<file path="src/rtl/tpcs_pkg.sv">
// Shared types, codes and helpers of the two-point calibration select block.
package tpcs_pkg;

    typedef struct packed {
        logic               func;
        logic [2:0]         gas_index;
        logic               sensor;
        logic [2:0]         point_kind;
        logic               point_present;
        logic signed [31:0] point_value;
        logic signed [31:0] measurement;
    } t_in_item;

    typedef struct packed {
        logic signed [31:0] calibrated_value;
        logic [2:0]         cal_kind;
        logic signed [31:0] gain_used;
        logic signed [31:0] offset_used;
    } t_out_item;

    typedef enum logic [2:0] {
        ST_CLEAR,
        ST_IDLE,
        ST_LOAD,
        ST_PLAN,
        ST_DIV,
        ST_MUL,
        ST_RND,
        ST_ACC
    } t_state;

    localparam logic       FUNC_WRITE   = 1'b0;
    localparam logic       FUNC_MEASURE = 1'b1;

    localparam logic [2:0] CK_RAW      = 3'd0;
    localparam logic [2:0] CK_ABS      = 3'd1;
    localparam logic [2:0] CK_DIFF_ABS = 3'd2;
    localparam logic [2:0] CK_DIFF     = 3'd3;
    localparam logic [2:0] CK_PART     = 3'd4;
    localparam logic [2:0] CK_ABS_OFF  = 3'd5;

    localparam logic [2:0] PK_REF_ZERO  = 3'd0;
    localparam logic [2:0] PK_REF_SPAN  = 3'd1;
    localparam logic [2:0] PK_SEN_ZERO  = 3'd2;
    localparam logic [2:0] PK_SEN_SPAN  = 3'd3;
    localparam logic [2:0] PK_DIFF_LOW  = 3'd4;
    localparam logic [2:0] PK_DIFF_HIGH = 3'd5;

    localparam int PTS_PER_SENSOR = 6;
    localparam int PTS_PER_GAS    = 12;

    function automatic logic signed [31:0] sat32(input logic signed [65:0] x);
        logic signed [31:0] r;
        if (x > 66'sd2147483647) begin
            r = 32'sh7fff_ffff;
        end else if (x < -66'sd2147483648) begin
            r = 32'sh8000_0000;
        end else begin
            r = x[31:0];
        end
        return r;
    endfunction

endpackage

</file>
<file path="src/rtl/tpcs_div.sv">
// Restoring unsigned divider, one quotient bit per cycle.
module tpcs_div import tpcs_pkg::*; #(
    parameter int DW = 50,
    parameter int RW = 33
) (
    input  logic          i_clk,
    input  logic          i_rst_n,
    input  logic          i_start,
    input  logic [DW-1:0] i_dividend,
    input  logic [RW-1:0] i_divisor,
    output logic          o_done,
    output logic [DW-1:0] o_quot
);
    localparam int CW = $clog2(DW + 1);

    logic          r_busy, r_done;
    logic [CW-1:0] r_cnt;
    logic [DW-1:0] r_dvd;
    logic [RW-1:0] r_rem, r_ad;
    logic [RW:0]   rem_sh;
    logic          ge;

    always_comb begin
        rem_sh = {r_rem, r_dvd[DW-1]};
        ge     = rem_sh >= {1'b0, r_ad};
    end

    always_ff @(posedge i_clk) begin
        if (!i_rst_n) begin
            r_busy <= 1'b0;
            r_done <= 1'b0;
            r_cnt  <= '0;
        end else begin
            r_done <= r_busy && (r_cnt == CW'(1));
            if (i_start) begin
                r_busy <= 1'b1;
                r_cnt  <= CW'(DW);
            end else if (r_busy) begin
                r_cnt <= r_cnt - CW'(1);
                if (r_cnt == CW'(1)) begin
                    r_busy <= 1'b0;
                end
            end
        end
    end

    always_ff @(posedge i_clk) begin
        if (i_start) begin
            r_dvd <= i_dividend;
            r_rem <= '0;
            r_ad  <= i_divisor;
        end else if (r_busy) begin
            r_rem <= ge ? RW'(rem_sh - {1'b0, r_ad}) : rem_sh[RW-1:0];
            r_dvd <= {r_dvd[DW-2:0], ge};
        end
    end

    assign o_done = r_done;
    assign o_quot = r_dvd;
endmodule

</file>
<file path="config.mk">
export PLATFORM = sky130hd
export DESIGN_NAME = tpcs_div
export DESIGN_NICKNAME = d
export VERILOG_FILES = /design/src/rtl/tpcs_pkg.sv /design/src/rtl/tpcs_div.sv
export SDC_FILE = /design/constraint.sdc
export NUM_CORES = 1
export LEC_CHECK = 0
export BUFFER_PORTS_ARGS = -buffer_cell sky130_fd_sc_hd__buf_2
export CAP_MARGIN = 5
export CORE_MARGIN = 1
export CORE_UTILIZATION = 25
export DETAILED_ROUTE_END_ITERATION = 12
export GPL_TIMING_DRIVEN = 0
export PLACE_DENSITY_LB_ADDON = 0.25
export SYNTH_ARGS = -nofsm -noshare
export SYNTH_HDL_FRONTEND = slang
export SYNTH_SLANG_ARGS = --single-unit
export TNS_END_PERCENT = 5
</file>
<file path="constraint.sdc">
create_clock -name i_clk -period 4.2 [get_ports i_clk]
set_input_delay 0 -clock i_clk [delete_from_list [all_inputs] [get_ports i_clk]]
set_output_delay 0 -clock i_clk [all_outputs]
set_load 0.02 [all_outputs]
</file>
==> summary.md, run 1 <==
| Metric | Value |
|---|---|
| Clk root buf | clkbuf_16 |
| Worst EP required | 4550 ps |
| VDD IR max | 201.3 uV |
| Design Area, Final | 9236 um2 |
| Max Cap Viol | 0 |
| Cells on worst reg2reg path | 14 |
| Outcome | finished, violations left |
| Gr ovfl total | 0 |
| CTS sink count | 124 |
| Initial core utilization | 25.56% |
| TritonCTS clock tree | done |
| Dominant synthesized flop cell | edfxtp_1 |
| R2r setup slk | 650 ps |
| Mapped Cells | 628 |
| P_leak | 0.003884 uW |
| Worst hold path class | in -> reg |
| Post-layout net count | 990 |
| Worst hold path depth | 2 |
| Post-route minimum period | 3551 ps |
| Worst-margin pin slew | 942.8 ps |
| Die Span Y | 165.7 um |
| Placed Cells | 1100 |
| Area after DPL | 7819 um2 |
| Startpoint types | flip-flop |
| Hold buffers post-CTS | 84 |
| Via count | 5548 |
| Diode count | 0 |
| Sequential cell area fraction in the yosys report | 49.46% |
| DRC | 4 |
| DIE WIDTH | 165.7 um |
| Clock tree buffer depth | 2 |
| Critical Path Fanout Max | 10 |
| FP Rows | 59 |
| Share of post-route cells with drive strength above 1 | 25.88% |
| Antenna-violating nets left | 0 |
| H-tree depth | 4 |
| WHS Endpoint | r_ad[8] |
| Total routed wirelength | 19050 um |
| Max Freq | 281.6 MHz |
| Fillers | 2653 |
| Total Neg Setup Slack | 0 ps |
| Fin Clk Skew | 14.88 ps |
| IO Pins | 137 |
| Pre-antenna DRT Iters | 9 |
| Part of the cycle the worst path needs | 84.54% |
| R2R Path End | r_rem[28] |
| Cts repair resizes | 0 |
| Crit Path Category | reg -> reg |
| First-pass GRT wire length | 30680 um |
| Synthesized area per cell | 10.67 um2 |
| Global Route Usage Sum | 14.28% |
| Number of flops mapped to enable cells by yosys | 83 |
| Via density | 4.563 |
| Post-DR wirelength/cell | 15.67 um |
| Port Buffers | 136 |
| Synth-to-Final Area Change | 37.88% |
| Number of global-route vias before repair | 5813 |
| Gpl congestion | 0.8144 |
| Die ar. | 27450 um2 |
| Drt initial violations | 267 |
| Num CTS Buffers | 17 |
| Dpl hpwl | 13340 um |
| Cell Area, Synth | 6699 um2 |
| Fin. max-slew vios | 0 |
| Core area | 26210 um2 |
| Largest net degree at the start of global routing | 42 |
| Crit end category | flip-flop |
| Arr. time, crit path | 3900 ps |
| Hold Slack | 280.3 ps |
| Asr flop ratio synth | 0% |
| Unrepaired setup endpoints after global routing | no |
| Setup violations, final | 0 |
| # Post-CTS Setup Buffers | 0 |
| Count of different cell masters after synthesis | 59 |
| Post-Syn Nets | 750 |
| Hold wc startpoint | i_divisor[8] |
| Pwr dens | 396.4 nW/um2 |
| Finished Layout Cells | 1216 |
| Slew headroom | 37.14% |
| Clk_lat worst skew | 440 ps |
| Clock transition at path regs | 70 ps |
| Failing checks | design-rule violations |
| Initial antenna violation count | 0 |
| RR Startpoint | o_quot[49] |
| Ys Warns | 0 |
| #FFs+latches synth | 124 |
| Fin. Hold Viols | 0 |
-- Yosys cell counts (all sizes together), types with 18 or more instances --
cell type	number	share of area, %
nor2	60	3.4
inv	46	2.6
nand2	32	1.8
clkbuf	18	1.0
a211oi	23	2.6
ha	35	6.5
xnor2	19	2.5
edfxtp	83	37
mux2	50	8.4
a21oi	53	4.0
o21ai	18	1.3
dfxtp	41	12
-- worst max-delay path, cell delays in order, from the launching register on --
cell	delay, ps
edfxtp_1	490
inv_1	100
ha_1	160
inv_1	50
fa_1	400
a21o_1	220
a31o_2	260
o21ai_0	440
nand4_1	250
a21oi_1	210
or2_2	140
buf_6	140
buf_2	300
a31oi_1	130
a21oi_1	180
-- metrics by stage --
stage,worst slack (ps),power [uW],utilization [%]
finish,649.3,3661,35.24
global route,261.8,3833,35.24
CTS,611.6,3702,35.24
detailed placement,631.1,2132,29.84
global placement,615.6,2129,29.76
floorplan,1137,1924,-
-- cell families after synthesis --
| kind of cell | synth area share (%) |
|---|---|
| adder cells (fa/ha/maj) | 6.836 |
| flip-flops | 49.46 |
| buffers and inverters | 4.725 |
| XOR/XNOR | 4.053 |
| multiplexers | 10.20 |
| AND/OR/NAND/NOR | 10.65 |
| AO/OA/AOI/OAI | 14.08 |
-- where the power goes --
part / leakage, uW / switching, uW / internal [uW]
Combinational: 0.00244 / 382 / 309
Clock: 0.000282 / 650 / 839
Sequential: 0.00116 / 60.2 / 1420
Total: 0.00388 / 1090 / 2570
-- worst max-delay path by stage --
stage,start,endpoint,slack (ps),cells past startpoint
2_1_floorplan,o_quot[49],o_quot[0],1140,13
3_3_place_gp,o_quot[49],r_rem[25],620,15
3_5_place_dp,o_quot[49],o_quot[0],630,13
4_1_cts,o_quot[49],o_quot[0],610,13
5_1_grt,o_quot[49],r_rem[28],260,14
6_report,o_quot[49],r_rem[28],650,14
-- final cells by class --
class / instances / area (um2) / area share (%)
flip-flops and latches: 124 / 3313 / 35.87
multi-input cells: 429 / 3069 / 33.23
repair buffers: 221 / 1541 / 16.69
clock buffers: 18 / 429.2 / 4.646
well taps: 335 / 419.2 / 4.538
inverters: 46 / 172.7 / 1.869
clock inverters: 14 / 147.6 / 1.598
plain buffers: 29 / 143.9 / 1.558
-- cell usage in the layout (no fill, tap or decap), drive strengths merged, types with 2 or more instances in the layout --
cell,count
o21ai,18
nand2b,4
a21boi,3
a2111oi,2
or3,4
a31oi,11
dlygate4sd3,84
xnor2,19
nor2,60
a21oi,53
clkinv,2
edfxtp,83
mux2,50
nand4,6
or4,2
nand2,32
a211oi,23
buf,148
clkbuf,36
nor2b,11
o21a,4
mux2i,12
and3,2
nor3,9
nand3,10
a21o,8
o21bai,4
a32oi,5
ha,35
nand3b,3
nor4,3
dfxtp,41
o22ai,4
xor2,12
inv,56
-- layer usage --
layer	routed length [um]	share of wire [%]	vias to the layer above	GRT usage (%)
met5	0	0	-	0
met1	9172	48	2558	18.68
met3	1012	5.3	20	3.513
met4	335	1.8	0	5.282
met2	8533	45	175	22.77
li1	-	-	2795	-
-- flip-flops by register name, summed over array words and instances (netlist names) --
signal and flops:
r_busy 1, r_ad 33, r_rem 33, o_quot 50
o_done 1, r_cnt 6
(Power assumes the default switching activity.)
==> inputs of run 2 (changes only) <==
==> constraint.sdc (replaced) <==
create_clock -name i_clk -period 3.6 [get_ports i_clk]
set_input_delay 0 -clock i_clk [delete_from_list [all_inputs] [get_ports i_clk]]
set_output_delay 0 -clock i_clk [all_outputs]
set_load 0.02 [all_outputs]
==> summary.md, run 2 (same netlist as run 1, synthesis figures left out) <==
| Metric | Value |
|---|---|
| Max reg flops | 50 (unchanged) |
| Outcome | finished, violations left (unchanged) |
| Fin Clk Skew | 14.88 ps (about the same) |
| Fin. Hold Viols | 0 (unchanged) |
| IO Pins | 137 (unchanged) |
| Initial antenna violation count | 0 (unchanged) |
| Gpl congestion | 0.8144 (unchanged) |
| Sw Share | 29.83% (about the same) |
| Die Span Y | 165.7 um (unchanged) |
| Share of post-route cells with drive strength above 1 | 26.11% (was 25.88%) |
| Reg power frac | 40.5% (about the same) |
| Internal power | 2997 uW (was 2569 uW) |
| Total power | 4271 uW (was 3661 uW) |
| Post-route minimum period | 3313 ps (was 3551 ps) |
| H-tree depth | 4 (unchanged) |
| Core area | 26210 um2 (unchanged) |
| DIE WIDTH | 165.7 um (unchanged) |
| Post-DR wirelength/cell | 15.69 um (was 15.67 um) |
| Arr. time, crit path | 3630 ps (was 3900 ps) |
| Die ar. | 27450 um2 (unchanged) |
| Number of global-route vias before repair | 5813 (unchanged) |
| Largest net degree at the start of global routing | 42 (unchanged) |
| Max Cap Viol | 0 (unchanged) |
| Max Freq | 301.8 MHz (was 281.6 MHz) |
| Dpl hpwl | 13340 um (unchanged) |
| Clock network fraction of total power | 40.6% (was 40.7%) |
| Global Route Usage Sum | 14.28% (unchanged) |
| Crit Path Category | reg -> reg (unchanged) |
| Total routed wirelength | 19080 um (was 19050 um) |
| Psw | 1274 uW (was 1092 uW) |
| Diode count | 0 (unchanged) |
| TritonCTS clock tree | done (unchanged) |
| Pwr dens | 462.0 nW/um2 (was 396.4 nW/um2) |
| DRC | 4 (unchanged) |
| Drt initial violations | 266 (was 267) |
| Pre-antenna DRT Iters | 9 (unchanged) |
| Total Neg Setup Slack | 0 ps (unchanged) |
| Post-layout net count | 990 (unchanged) |
| First-pass GRT wire length | 30680 um (unchanged) |
| Part of the cycle the worst path needs | 92.04% (was 84.54%) |
| Most frequent cells in the layout | buf_2 (139), dlygate4sd3_1 (84), edfxtp_1 (83) (unchanged) |
| Worst EP required | 3920 ps (was 4550 ps) |
| Clk_lat worst skew | 440 ps (about the same) |
| Commonest non-fill, non-tap cell in the layout | buf_2 (unchanged) |
| # Post-CTS Setup Buffers | 0 (unchanged) |
| Slew headroom | 36.83% (was 37.14%) |
| Num CTS Buffers | 17 (unchanged) |
| Synth-to-Final Area Change | 38.01% (was 37.88%) |
| Gr ovfl total | 0 (unchanged) |
| Initial core utilization | 25.56% (unchanged) |
| FP Rows | 59 (unchanged) |
| VDD IR max | 235.6 uV (was 201.3 uV) |
| Clk root buf | clkbuf_16 (unchanged) |
| Critical Path Fanout Max | 3 (was 10) |
| Port Buffers | 136 (unchanged) |
| Via density | 4.567 (was 4.563) |
| CTS sink count | 124 (unchanged) |
| Worst-margin pin slew | 947.5 ps (was 942.8 ps) |
| Failing checks | design-rule violations (unchanged) |
| Clock transition at path regs | 70 ps (about the same) |
| Fin. max-slew vios | 0 (unchanged) |
| Clock tree buffer depth | 2 (unchanged) |
| P_leak | 0.003884 uW (about the same) |
| Startpoint types | flip-flop (unchanged) |
| Antenna-violating nets left | 0 (unchanged) |
| Fillers | 2651 (was 2653) |
| Setup violations, final | 0 (unchanged) |
| Crit end category | flip-flop (unchanged) |
| Via count | 5553 (was 5548) |
| Unrepaired setup endpoints after global routing | no (unchanged) |
| Comb pwr share | 18.9% (about the same) |
| Worst hold path class | in -> reg (unchanged) |
[run 2: changes by cell type in the layout (fill, tap and decap cells not counted)]
cell and change:
a2111oi_1 -1, a2111oi_2 +1, o21ai_0 -1, o21ai_2 +1
[run 2: area by class of cell]
| cell class | count | area, um2 | share of cell area (%) |
|---|---|---|---|
| plain buffers | 29 | 143.9 | 1.556 |
| clock buffers | 18 | 429.2 | 4.642 |
| clock inverters | 14 | 147.6 | 1.597 |
| inverters | 46 | 172.7 | 1.868 |
| multi-input cells | 429 | 3078 | 33.29 |
| flip-flops and latches | 124 | 3313 | 35.84 |
| well taps | 335 | 419.2 | 4.534 |
| repair buffers | 221 | 1541 | 16.67 |
[run 2: path summary, 6_finish.rpt]
check,from,end,slack (ps),depth (start not counted)
worst max-delay path,o_quot[49],r_rem[29],290,11
worst min-delay path,i_divisor[8],r_ad[8],280,2
worst max register to register,o_quot[49],r_rem[29],290,11
worst min register to register,r_rem[21],r_rem[21],500,2
[run 2: critical path: stages, from the launching register on]
cell and delay [ps]:
edfxtp_1 470, inv_1 70, ha_1 210, nor2b_1 100, o21ai_0 110, a211oi_1 350, o2111ai_1 260, a2111oi_2 630
nor2_1 150, o41ai_1 550, mux2i_1 240, nand2_1 60
[run 2: routing by layer]
metal / part of all wire (%) / wire [um] / global-route usage, %
met1: 47 / 9059 / 18.68
met4: 1.7 / 327 / 5.282
met2: 45 / 8566 / 22.77
met3: 5.9 / 1126 / 3.513
met5: 0 / 0 / 0
[run 2: power by group through the flow]
stage               Sequential [uW]  Clock [uW]  Combinational [uW]
CTS                            1730        1780                 807
global route                   1740        1840                 893
finish                         1730        1730                 808
detailed placement             1750           0                 733
global placement               1760           0                 728
floorplan                      1810           0                 431
[run 2: through the flow]
step                instance area, um2  hold slack [ps]  std cells  utilization, %  setup WS [ps]
floorplan                         6699            98.87        628               -          537.0
global placement                  7799            178.3       1099           29.76          15.63
detailed placement                7819            178.2       1100           29.84          31.07
CTS                               9236            266.3       1216           35.24          11.59
global route                      9245            264.7       1216           35.28          1.989
finish                            9245            279.5       1216           35.28          286.6
[run 2: repair_timing]
action | CTS | global route
resized for setup | 0 | 3
hold endpoints to repair | 91 | 0
hold buffers | 84 | 0
setup endpoints to repair | 0 | 34
==> inputs of run 3 (changes only) <==
--- a/config.mk
+++ b/config.mk
@@ -7,6 +7,8 @@
 export LEC_CHECK = 0
 export BUFFER_PORTS_ARGS = -buffer_cell sky130_fd_sc_hd__buf_2
 export CAP_MARGIN = 5
+export CELL_PAD_IN_SITES_DETAIL_PLACEMENT = 1
+export CELL_PAD_IN_SITES_GLOBAL_PLACEMENT = 2
 export CORE_MARGIN = 1
 export CORE_UTILIZATION = 25
 export DETAILED_ROUTE_END_ITERATION = 12
==> summary.md, run 3 (same netlist as run 1, synthesis figures left out) <==
| Metric | Value |
|---|---|
| Post-route minimum period | 3339 ps (was 3313 ps) |
| Commonest non-fill, non-tap cell in the layout | buf_2 (unchanged) |
| Die Span Y | 165.7 um (unchanged) |
| FP Rows | 59 (unchanged) |
| CP peak stage delay | 600 ps (was 630 ps) |
| Fillers | 2948 (was 2651) |
| Final worst slack | 260.5 ps (was 286.6 ps) |
| TritonCTS clock tree | done (unchanged) |
| Drt initial violations | 219 (was 266) |
| Largest net degree at the start of global routing | 46 (was 42) |
| IO Pins | 137 (unchanged) |
| CTS sink count | 124 (unchanged) |
| Post-layout net count | 990 (unchanged) |
| Multi-input gate area | 3090 um2 (was 3078 um2) |
| Antenna-violating nets left | 0 (unchanged) |
| P_leak | 0.003889 uW (was 0.003884 uW) |
| Global Route Usage Sum | 15.51% (was 14.28%) |
| Clk root buf | clkbuf_16 (unchanged) |
| Die ar. | 27450 um2 (unchanged) |
| Outcome | finished, violations left (unchanged) |
| Register area | 3313 um2 (unchanged) |
| Worst EP required | 3920 ps (about the same) |
| Delay-heaviest family, CP | compound AO/OA/AOI/OAI gates (unchanged) |
| Max Cap Viol | 0 (unchanged) |
| Via count | 5634 (was 5553) |
| Worst hold path class | in -> reg (unchanged) |
| Total routed wirelength | 20810 um (was 19080 um) |
| Arr. time, crit path | 3660 ps (was 3630 ps) |
| Startpoint types | flip-flop (unchanged) |
| Number of global-route vias before repair | 6225 (was 5813) |
| Crit-path slowest cell | o41ai_1 (was a2111oi_2) |
| Via density | 4.633 (was 4.567) |
| Synth-to-Final Area Change | 38.55% (was 38.01%) |
| Gr ovfl total | 0 (unchanged) |
| Crit Path Category | reg -> reg (unchanged) |
| Total Neg Setup Slack | 0 ps (unchanged) |
| Setup violations, final | 0 (unchanged) |
| CP Cell Sequence | inv_1 -> ha_1 -> nor2b_1 -> o21ai_0 -> a211oi_1 -> o2111ai_1 -> a2111oi_4 -> nor2_1 -> o41ai_1 -> mux2i_1 -> nand2_1 (was inv_1 -> ha_1 -> nor2b_1 -> o21ai_0 -> a211oi_1 -> o2111ai_1 -> a2111oi_2 -> nor2_1 -> o41ai_1 -> mux2i_1 -> nand2_1) |
| Port Buffers | 136 (unchanged) |
| Most frequent cells in the layout | buf_2 (139), dlygate4sd3_1 (84), edfxtp_1 (83) (unchanged) |
| DP Worst Slack | -67.04 ps (was 31.07 ps) |
| Initial antenna violation count | 0 (unchanged) |
| Pwr dens | 470.9 nW/um2 (was 462.0 nW/um2) |
| Critical Path Fanout Max | 3 (unchanged) |
| Clock tree buffer depth | 2 (unchanged) |
| DIE WIDTH | 165.7 um (unchanged) |
| Fin. max-slew vios | 0 (unchanged) |
| Fin Clk Skew | 8.966 ps (was 14.88 ps) |
| Post-DR wirelength/cell | 17.11 um (was 15.69 um) |
| VDD IR max | 188.4 uV (was 235.6 uV) |
| Diode count | 0 (unchanged) |
| First-pass GRT wire length | 33850 um (was 30680 um) |
| Fin. Hold Viols | 0 (unchanged) |
| Slew headroom | 33.65% (was 36.83%) |
| Failing checks | design-rule violations (unchanged) |
| Clk_lat worst skew | 420 ps (was 440 ps) |
| Unrepaired setup endpoints after global routing | no (unchanged) |
| Clock transition at path regs | 70 ps (about the same) |
| Dpl hpwl | 14460 um (was 13340 um) |
| Pre-antenna DRT Iters | 9 (unchanged) |
| Part of the cycle the worst path needs | 92.76% (was 92.04%) |
| Num CTS Buffers | 17 (unchanged) |
| Initial core utilization | 25.56% (unchanged) |
| Max Freq | 299.5 MHz (was 301.8 MHz) |
| CP Buf/Inv Count | 1 (unchanged) |
| DRC | 6 (was 4) |
| Share of post-route cells with drive strength above 1 | 26.22% (was 26.11%) |
| H-tree depth | 4 (unchanged) |
| Core area | 26210 um2 (unchanged) |
| Gpl congestion | 0.8130 (was 0.8144) |
| Max reg flops | 50 (unchanged) |
| Worst-margin pin slew | 995.3 ps (was 947.5 ps) |
| Crit end category | flip-flop (unchanged) |
-- run 3: cell type report --
type,instances,share of cell area (%)
Buffer,29,1.550
Tap cell,335,4.516
Sequential cell,124,35.70
Clock buffer,17,4.583
Timing Repair Buffer,221,16.61
Clock inverter,15,1.887
Multi-Input combinational cell,429,33.30
Inverter,46,1.860
-- run 3: power by group --
group,switching [uW],internal (uW),leakage [uW]
Sequential,67.6,1660,0.00116
Clock,772,1050,0.000286
Combinational,466,361,0.00244
Total,1310,3060,0.00389
-- run 3: path summary, 6_finish.rpt --
kind / startpoint / endpoint / slack [ps] / depth (start not counted)
min reg2reg: r_rem[6] / r_rem[6] / 510 / 2
min: i_divisor[29] / r_ad[29] / 290 / 2
max: r_ad[1] / r_rem[29] / 260 / 11
max reg2reg: r_ad[1] / r_rem[29] / 260 / 11
-- run 3: repair_timing --
action	4_1_cts	5_1_grt
hold endpoints to repair	91	0
hold buffers	84	0
endpoints found under the setup margin	6	4
buffers inserted	0	0
resized for setup	2	2
cloned	0	0
-- run 3: per-layer routing --
metal	global-route usage (%)	part of all wire [%]	up-vias	wire length (um)
met3	3.823	4.8	20	994
met5	0	0	-	0
met1	19.76	48	2706	9893
met2	25.87	46	124	9674
met4	4.673	1.2	0	246
li1	-	-	2784	-
-- run 3: metrics by stage --
stage	total power (uW)	cell area (um2)	hold slack [ps]	utilization [%]	cells
floorplan	2245	6699	98.87	-	628
finish	4370	9281	287.4	35.42	1216
global placement	2486	7799	176.7	29.76	1099
global route	4577	9281	279.7	35.42	1216
detailed placement	2504	7819	178.8	29.84	1100
CTS	4416	9265	270.6	35.35	1216
